==> config.mk <==
export PLATFORM = sky130hd
export DESIGN_NAME = kppi_ctrl
export DESIGN_NICKNAME = d
export VERILOG_FILES = /design/src/hw/rtl/kppi_pkg.sv /design/src/hw/rtl/kppi_ctrl.sv
export SDC_FILE = /design/constraint.sdc
export NUM_CORES = 1
export LEC_CHECK = 0
export BUFFER_PORTS_ARGS = -buffer_cell sky130_fd_sc_hd__buf_2
export CAP_MARGIN = 40
export CELL_PAD_IN_SITES_DETAIL_PLACEMENT = 1
export CELL_PAD_IN_SITES_GLOBAL_PLACEMENT = 2
export CORE_AREA = 2 2 39 41
export CTS_BUF_LIST = sky130_fd_sc_hd__clkbuf_4
export CTS_CLUSTER_DIAMETER = 100
export DETAILED_ROUTE_END_ITERATION = 8
export DIE_AREA = 0 0 41 43
export PLACE_DENSITY_LB_ADDON = 0.25
export SLEW_MARGIN = 10
export SYNTH_ARGS = -nofsm -noshare
export SYNTH_HDL_FRONTEND = slang
export SYNTH_SLANG_ARGS = --single-unit
==> constraint.sdc <==
create_clock -name clk -period 2.55 [get_ports clk]
set_input_delay 0.255 -clock clk [delete_from_list [all_inputs] [get_ports clk]]
set_output_delay 0.255 -clock clk [all_outputs]
set_load 0.05 [all_outputs]
==> src/hw/rtl/kppi_pkg.sv <==
`timescale 1ns / 1ps
`default_nettype none

package kppi_pkg;

  // Width of the length register and of run and prefix lengths.
  localparam int LEN_W = 4;

  // Reset value of the length register before clamping to the built maximum.
  localparam logic [LEN_W-1:0] MER_RESET = 4'd8;

  // Item kinds.
  localparam logic FUNC_SCAN  = 1'b0;
  localparam logic FUNC_QUERY = 1'b1;

  typedef enum logic [2:0] {
    ST_CLEAR,
    ST_IDLE,
    ST_SCAN,
    ST_QREAD,
    ST_QDONE
  } state_t;

  typedef struct packed {
    logic load;
    logic scan_wr;
    logic q_rd;
    logic out_load;
    logic clr_step;
  } cmd_t;

  typedef struct packed {
    logic clr_last;
    logic out_free;
  } status_t;

endpackage

`default_nettype wire

==> src/hw/rtl/kppi_ctrl.sv <==
`timescale 1ns / 1ps
`default_nettype none

module kppi_ctrl (
  input  wire logic             clk,
  input  wire logic             rst,
  input  wire logic             in_valid,
  input  wire logic             func,
  output logic                  in_ready,
  input  kppi_pkg::status_t     status,
  output kppi_pkg::cmd_t        cmd
);
  import kppi_pkg::*;

  state_t state;
  state_t state_next;

  always_ff @(posedge clk) begin
    if (rst) begin
      state <= ST_CLEAR;
    end else begin
      state <= state_next;
    end
  end

  always_comb begin
    state_next = state;
    unique case (state)
      ST_CLEAR: begin
        if (status.clr_last) begin
          state_next = ST_IDLE;
        end
      end
      ST_IDLE: begin
        if (in_valid) begin
          state_next = (func == FUNC_QUERY) ? ST_QREAD : ST_SCAN;
        end
      end
      ST_SCAN: begin
        state_next = ST_IDLE;
      end
      ST_QREAD: begin
        state_next = ST_QDONE;
      end
      ST_QDONE: begin
        if (status.out_free) begin
          state_next = ST_IDLE;
        end
      end
      default: begin
        state_next = ST_CLEAR;
      end
    endcase
  end

  always_comb begin
    in_ready     = 1'b0;
    cmd          = '0;
    unique case (state)
      ST_CLEAR: begin
        cmd.clr_step = 1'b1;
      end
      ST_IDLE: begin
        in_ready = 1'b1;
        cmd.load = in_valid;
      end
      ST_SCAN: begin
        cmd.scan_wr = 1'b1;
      end
      ST_QREAD: begin
        cmd.q_rd = 1'b1;
      end
      ST_QDONE: begin
        cmd.out_load = status.out_free;
      end
      default: begin
        cmd = '0;
      end
    endcase
  end

endmodule

`default_nettype wire

==> results of run 1 <==
cells in the mapped netlist, drive strengths merged:
library cell	count	area, sq um
and3b	1	10.01
a31oi	2	12.51
nor2	2	7.510
nand3	1	5.000
and2b	2	16.27
and2	1	8.760
a21oi	1	5.000
inv	2	7.510
nor3	1	5.000
o21bai	1	7.510
nor3b	3	38.79
dfxtp	3	60.06
buf	1	7.510
stage by stage:
step | utilization | hold WS, ps | setup WS (ps) | std cells | area [sq um]
6_report | 0.2089 | 206.8 | 932.4 | 51 | 289.0
4_1_cts | 0.2089 | 204.0 | 918.7 | 51 | 289.0
2_1_floorplan | - | 324.4 | 828.8 | 21 | 191.4
5_1_grt | 0.2089 | 221.8 | 869.5 | 51 | 289.0
3_3_place_gp | 0.1872 | 457.3 | 1174 | 47 | 259.0
3_5_place_dp | 0.1872 | 462.8 | 1201 | 47 | 259.0
worst min path at each step:
stage               startpoint  endpoint  slack (ps)  depth (start not counted)
global route               rst  state[0]         220                          2
CTS                        rst  state[0]         200                          2
finish                     rst  state[0]         210                          2
detailed placement         rst  state[0]         460                          2
floorplan                  rst  state[0]         320                          1
global placement           rst  state[2]         460                          2
kinds of logic (layout without fill, tap and decap cells):
group           Yosys count  count (layout)  share of synthesized area
simple gates             11              11                     0.4771
compound gates            4               4                     0.1307
flops                     3               3                     0.3137
buf+inv                   3              17                    0.07846
final cells by class:
| type | instances | area (sq um) |
|---|---|---|
| Sequential cell | 3 | 60.06 |
| Fill cell | 174 | 1095 |
| Tap cell | 16 | 20.02 |
| Clock buffer | 4 | 30.03 |
| Timing Repair Buffer | 11 | 55.05 |
| Inverter | 2 | 7.507 |
| Multi-Input combinational cell | 15 | 116.4 |
per-layer routing:
| metal | routed length, um | share of wire |
|---|---|---|
| met1 | 253 | 0.44 |
| met2 | 277 | 0.48 |
| met3 | 21 | 0.037 |
| met4 | 22 | 0.038 |
| met5 | 0 | 0 |
power groups by stage:
| stage | Clock [W] | Sequential, W | Combinational [W] |
|---|---|---|---|
| after floorplan | 0 | 0.0000543 | 0.0000393 |
| after global placement | 0 | 0.0000559 | 0.0000508 |
| after detailed placement | 0 | 0.0000557 | 0.0000510 |
| after CTS | 0.000104 | 0.0000549 | 0.0000515 |
| after global routing | 0.000105 | 0.0000554 | 0.0000541 |
| final | 0.000100 | 0.0000548 | 0.0000508 |
worst max-delay path, stage by stage, from the launching register on:
cell and delay (ps):
dfxtp_1 430, nor3b_4 260, and2_4 180, buf_2 250
==> results.json, run 1 <==
{
  "areaGrowthSynthToFinish_pct": 50.98,
  "drt_iter0_markers": 2,
  "powerDensity_mw_per_mm2": 712.7,
  "layout_common_cells": "buf_2 (11), clkbuf_4 (4), dfxtp_1 (3)",
  "synth_seq_cells": 3,
  "dpl.hpwl_um": 446.1,
  "timing.rr.end": "state[2]",
  "top_regs": "state x3",
  "post-route-period-util": 0.6344,
  "min_path_type": "in -> reg",
  "numCtsBuffers": 3,
  "switching_share": 0.3337,
  "r2r_start": "state[2]",
  "wire_per_inst_um": 11.27,
  "ctsResizeCount": 0,
  "grt-ovfl-total": 0,
  "grt_pass1_vias": 222,
  "start_util": 0.1383,
  "drt_wl_total_um": 575,
  "syn-cell-area_sq_um": 191.4,
  "antennaDiodeCount": 0,
  "fmax_mhz": 618.2,
  "pwr-share-comb": 0.247,
  "root_buffer": "clkbuf_4",
  "busiest_layer": "met2",
  "path_clk_slew_ps": 40,
  "synth_nets": 27,
  "fin_setup_tns_ps": 0,
  "layout_commonest_cell": "buf_2",
  "p_clk_frac": 0.487,
  "core_area_sq_mm": 0.001384,
  "maxCapViolations": 0,
  "crit_path_end_kind": "output pin",
  "p_leak_nw": 0.1518,
  "startpoint_type": "flop",
  "nNetsFinal": 42,
  "synth_area_per_cell_sq_um": 9.116,
  "fin_crit_ps": 1618,
  "yosysWarnings": 0,
  "status": "finished, final reports clean",
  "post_cts_buffers": 0,
  "drc": 0,
  "firstDrtPassIters": 2,
  "drive_above_1_share": 0.5714,
  "regMostFlops": "state",
  "die_h_um": 43,
  "cts_tree": "done",
  "critPathLaunch": "state[0]",
  "totalPowerFinal_w": 0.0002060,
  "final_hold_viol_count": 0,
  "syn_inst": 21,
  "cts_hold_buffers": 0,
  "grt_pass1_wl_um": 910,
  "ff2ff_setup_slack_ps": 1510,
  "crit_path_end": "cmd[4]",
  "grt_usage": 0.08116,
  "p_seq_frac": 0.266,
  "cp_max_fo": 7,
  "rows": 14,
  "use_met1": 0.08946,
  "slew_violations": 0,
  "use_met3": 0.01571,
  "vias": 202,
  "vias_per_cell": 3.961,
  "clkSinkCount": 3,
  "relSlewSlack": 0.8111,
  "setup_viol": 0,
  "cts_max_level": 1,
  "use_met2": 0.1094,
  "clock_skew_ps": 1.013,
  "gp_congestion": 0.6672,
  "criticalPathCategory": "reg -> out",
  "io_buffers": 11,
  "grt_max_degree": 8,
  "grt_antenna_before_repair": 0,
  "insertion_delay_ps": 240,
  "die_w_um": 41,
  "tightest_slew_ps": 283.0,
  "cp.arrival_ps": 1360,
  "intPower_w": 0.0001373,
  "ir_worst_vdd_uv": 196.5,
  "io_pins": 12,
  "clockBufferDepth": 2,
  "p_sw_w": 0.00006874,
  "worstPathRequired_ps": 2300,
  "ys_seq_area_frac": 0.3137,
  "ant_nets": 0,
  "yosys.cell_types.count": 16,
  "reg2regPathDepth": 3,
  "largest_reg_flops": 3,
  "rsz0062_at_grt": "false",
  "dieArea_sq_mm": 0.001763
}
Note: power is estimated with default switching activity, not from simulation.
==> run 2: changes to the inputs <==
==> constraint.sdc (replaced) <==
create_clock -name clk -period 1.57 [get_ports clk]
set_input_delay 0.157 -clock clk [delete_from_list [all_inputs] [get_ports clk]]
set_output_delay 0.157 -clock clk [all_outputs]
set_load 0.05 [all_outputs]
==> results.json, run 2 (synthesis gave the netlist of run 1 again) <==
{
  "totalPowerFinal_w": 0.0003235,
  "grt_pass1_vias": 190,
  "path_clk_slew_ps": 40,
  "rsz0062_at_grt": "false",
  "fin_setup_tns_ps": 0,
  "vias_per_cell": 3.706,
  "cp_max_fo": 7,
  "dpl.hpwl_um": 389,
  "post-route-period-util": 0.9199,
  "rows": 14,
  "placed_area_sq_um": 264.0,
  "nNetsFinal": 42,
  "die_w_um": 41,
  "grt_pass1_wl_um": 703,
  "holdPathStages": 2,
  "wire_per_inst_um": 9.275,
  "drt_iter0_markers": 1,
  "io_pins": 12,
  "grt-ovfl-total": 0,
  "startpoint_type": "flop",
  "ir_worst_vdd_uv": 287.8,
  "core_area_sq_mm": 0.001384,
  "die_h_um": 43,
  "powerDensity_mw_per_mm2": 1096,
  "grt_antenna_before_repair": 0,
  "top_regs": "state x3",
  "clkSinkCount": 3,
  "post_cts_buffers": 0,
  "maxCapViolations": 0,
  "grt_max_degree": 8,
  "min_from": "rst",
  "ctsResizeCount": 0,
  "firstDrtPassIters": 2,
  "layout_commonest_cell": "buf_2",
  "dieArea_sq_mm": 0.001763,
  "timing.hold.ws_ps": 105.6,
  "reg2regPathDepth": 3,
  "antennaDiodeCount": 0,
  "root_buffer": "clkbuf_4",
  "crit_path_end_kind": "output pin",
  "layout_common_cells": "buf_2 (11), clkbuf_4 (4)",
  "cts_tree": "done",
  "grt_usage": 0.06118,
  "place_ws_ps": 282.8,
  "insertion_delay_ps": 230,
  "min_path_type": "in -> reg",
  "clock_skew_ps": 1.988,
  "setup_slack_ps": 125.7,
  "status": "finished, final reports clean",
  "slew_violations": 0,
  "timing.rr.end": "state[2]",
  "fmax_mhz": 692.4,
  "clockBufferDepth": 2,
  "r2r_start": "state[2]",
  "tightest_slew_ps": 306.0,
  "start_util": 0.1383,
  "largest_reg_flops": 3,
  "cts_max_level": 1,
  "ant_nets": 0,
  "worstPathRequired_ps": 1410,
  "ff2ff_setup_slack_ps": 520,
  "numCtsBuffers": 3,
  "final_area_sq_um": 295.3,
  "fin_crit_ps": 1444,
  "setup_viol": 0,
  "cts_hold_buffers": 0,
  "regMostFlops": "state",
  "p_leak_nw": 0.1540,
  "relSlewSlack": 0.7957,
  "drive_above_1_share": 0.6286,
  "drt_wl_total_um": 473,
  "final_hold_viol_count": 0,
  "hold_end": "state[0]",
  "io_buffers": 11,
  "gp_congestion": 0.6747,
  "cp.arrival_ps": 1290,
  "criticalPathCategory": "reg -> out",
  "drc": 0,
  "areaGrowthSynthToFinish_pct": 54.25,
  "vias": 189
}
run 2: cell types whose count changed in the layout (fill, tap and decap cells not counted):
cell,change
dfxtp_2,+1
nor3_2,+1
dfxtp_1,-1
nor3_1,-1
run 2: where the power goes:
group,switching (W),internal (W)
Combinational,0.0000529,0.0000295
Sequential,0.00000849,0.0000818
Clock,0.0000384,0.000112
Total,0.0000998,0.000224
run 2: cell type report:
| type | count | area [sq um] |
|---|---|---|
| repair buffers | 11 | 55.05 |
| flip-flops and latches | 3 | 61.31 |
| clock buffers | 4 | 30.03 |
| well taps | 16 | 20.02 |
| fillers | 178 | 1089 |
| inverters | 2 | 7.507 |
| multi-input cells | 15 | 121.4 |
run 2: worst max path at each step:
stage,startpoint,end,slack [ps],cells after the start
finish,state[2],cmd[4],130,3
global route,state[1],cmd[4],70,3
CTS,state[0],cmd[4],30,3
detailed placement,state[0],cmd[4],280,3
global placement,state[0],cmd[4],310,3
floorplan,state[0],state[1],60,3
run 2: worst max-delay path, cell delays in order, from the launching register on:
cell     delay [ps]
dfxtp_1         380
nor3b_4         240
and2_4          180
buf_2           250
run 2: through the flow:
stage	utilization	instances
CTS	0.2125	51
global route	0.2134	51
finish	0.2134	51
floorplan	-	21
global placement	0.1908	47
detailed placement	0.1908	47
run 2: metal layers:
layer / global-route usage / up-vias / share of wire / wire, um
li1: - / 100 / - / -
met2: 0.08438 / 6 / 0.49 / 231
met5: 0 / - / 0 / 0
met4: 0.06000 / 0 / 0 / 0
met3: 0.01571 / 0 / 0.091 / 43
met1: 0.07051 / 83 / 0.42 / 199
==> run 3: changes to the inputs <==
==> constraint.sdc (replaced) <==
create_clock -name clk -period 1.57 [get_ports clk]
set_input_delay 0 -clock clk [delete_from_list [all_inputs] [get_ports clk]]
set_output_delay 0 -clock clk [all_outputs]
set_load 0.05 [all_outputs]
==> results.json, run 3 (synthesis gave the netlist of run 1 again) <==
{
  "status": "finished, final reports clean",
  "io_buffers": 11,
  "min_path_type": "in -> reg",
  "nNetsFinal": 43,
  "fin_crit_ps": 1360,
  "use_met1": 0.08333,
  "post-route-period-util": 0.8662,
  "areaGrowthSynthToFinish_pct": 56.21,
  "path_clk_slew_ps": 40,
  "setup_viol": 0,
  "antennaDiodeCount": 0,
  "cp_max_fo": 7,
  "insertion_delay_ps": 240,
  "powerDensity_mw_per_mm2": 1109,
  "path_buf_inv": 1,
  "cts_max_level": 1,
  "p_leak_nw": 0.1560,
  "rows": 14,
  "firstDrtPassIters": 2,
  "multiInputGateArea_sq_um": 116.4,
  "die_h_um": 43,
  "cp_slowest_cell": "dfxtp_1",
  "top_regs": "state x3",
  "grt_antenna_before_repair": 0,
  "maxCapViolations": 0,
  "clockBufferDepth": 2,
  "drive_above_1_share": 0.5556,
  "place_ws_ps": 455.3,
  "largest_reg_flops": 3,
  "cts_tree": "done",
  "fin_setup_tns_ps": 0,
  "wire_per_inst_um": 11.33,
  "fmax_mhz": 735.3,
  "clkSinkCount": 3,
  "crit_path_end_kind": "output pin",
  "start_util": 0.1383,
  "cts_hold_buffers": 1,
  "dpl.hpwl_um": 458.4,
  "post_cts_buffers": 0,
  "criticalPathCategory": "reg -> out",
  "grt_pass1_vias": 216,
  "grt_pass1_wl_um": 890,
  "core_area_sq_mm": 0.001384,
  "grt-ovfl-total": 0,
  "final.fill_count": 182,
  "drt_wl_total_um": 589,
  "totalPowerFinal_w": 0.0003316,
  "regMostFlops": "state",
  "ir_worst_vdd_uv": 335.1,
  "vias": 206,
  "ant_nets": 0,
  "root_buffer": "clkbuf_4",
  "dieArea_sq_mm": 0.001763,
  "cp.arrival_ps": 1360,
  "drt_iter0_markers": 2,
  "numCtsBuffers": 3,
  "setup_slack_ps": 210.0,
  "crit_family": "flip-flops",
  "final_hold_viol_count": 0,
  "io_pins": 12,
  "ff_latch_area_sq_um": 60.06,
  "relSlewSlack": 0.7919,
  "die_w_um": 41,
  "vias_per_cell": 3.962,
  "rsz0062_at_grt": "false",
  "use_met2": 0.1219,
  "busiest_layer": "met4",
  "grt_max_degree": 8,
  "worstPathRequired_ps": 1570,
  "slew_violations": 0,
  "layout_commonest_cell": "buf_2",
  "clock_skew_ps": 4.306,
  "ctsResizeCount": 0,
  "startpoint_type": "flop",
  "gp_congestion": 0.6871,
  "drc": 0,
  "layout_common_cells": "buf_2 (11), clkbuf_4 (4), dfxtp_1 (3)",
  "cpPeakStageDelay_ps": 440,
  "use_met3": 0,
  "tightest_slew_ps": 311.7,
  "grt_usage": 0.08626,
  "crit_chain": "nor3b_4, and2_4, buf_2"
}
[run 3: cell count changes in the layout (fill, tap and decap cells not counted)]
cell	delta
dfxtp_1	+1
dfxtp_2	-1
dlygate4sd3_1	+1
nor3_1	+1
nor3_2	-1
[run 3: per-stage QoR]
step / utilization / area, sq um / std cells / hold WS [ps]
global route: 0.2161 / 299.0 / 52 / 131.2
floorplan: - / 191.4 / 21 / 69.41
global placement: 0.1872 / 259.0 / 47 / 202.5
finish: 0.2161 / 299.0 / 52 / 81.66
detailed placement: 0.1872 / 259.0 / 47 / 201.6
CTS: 0.2161 / 299.0 / 52 / 79.05
[run 3: layout make-up]
class	count	share of cell area
well taps	16	0.06695
flip-flops and latches	3	0.2008
inverters	2	0.02510
clock buffers	4	0.1004
repair buffers	12	0.2176
multi-input cells	15	0.3891
[run 3: final timing paths]
| path | startpoint | depth (start not counted) | slack, ps | to |
|---|---|---|---|---|
| setup reg to reg | state[2] | 3 | 500 | state[2] |
| hold reg to reg | state[2] | 2 | 650 | state[0] |
| hold / removal | func | 3 | 80 | state[0] |
| setup / recovery | state[0] | 3 | 210 | cmd[4] |
[run 3: per-layer routing]
metal	vias up	wire [um]
li1	101	-
met1	93	246
met2	9	292
met3	3	20
met4	0	31
met5	-	0
[run 3: tightest hold or removal path, delay by kind of cell]
family	cells	cell delay [ps]
buf+inv	1	70
compound gates	2	200
[run 3: power breakdown]
group / total [W] / switching [W] / internal, W
Sequential: 0.0000897 / 0.00000855 / 0.0000811
Combinational: 0.0000838 / 0.0000535 / 0.0000304
Clock: 0.000158 / 0.0000453 / 0.000113
Total: 0.000332 / 0.000107 / 0.000224
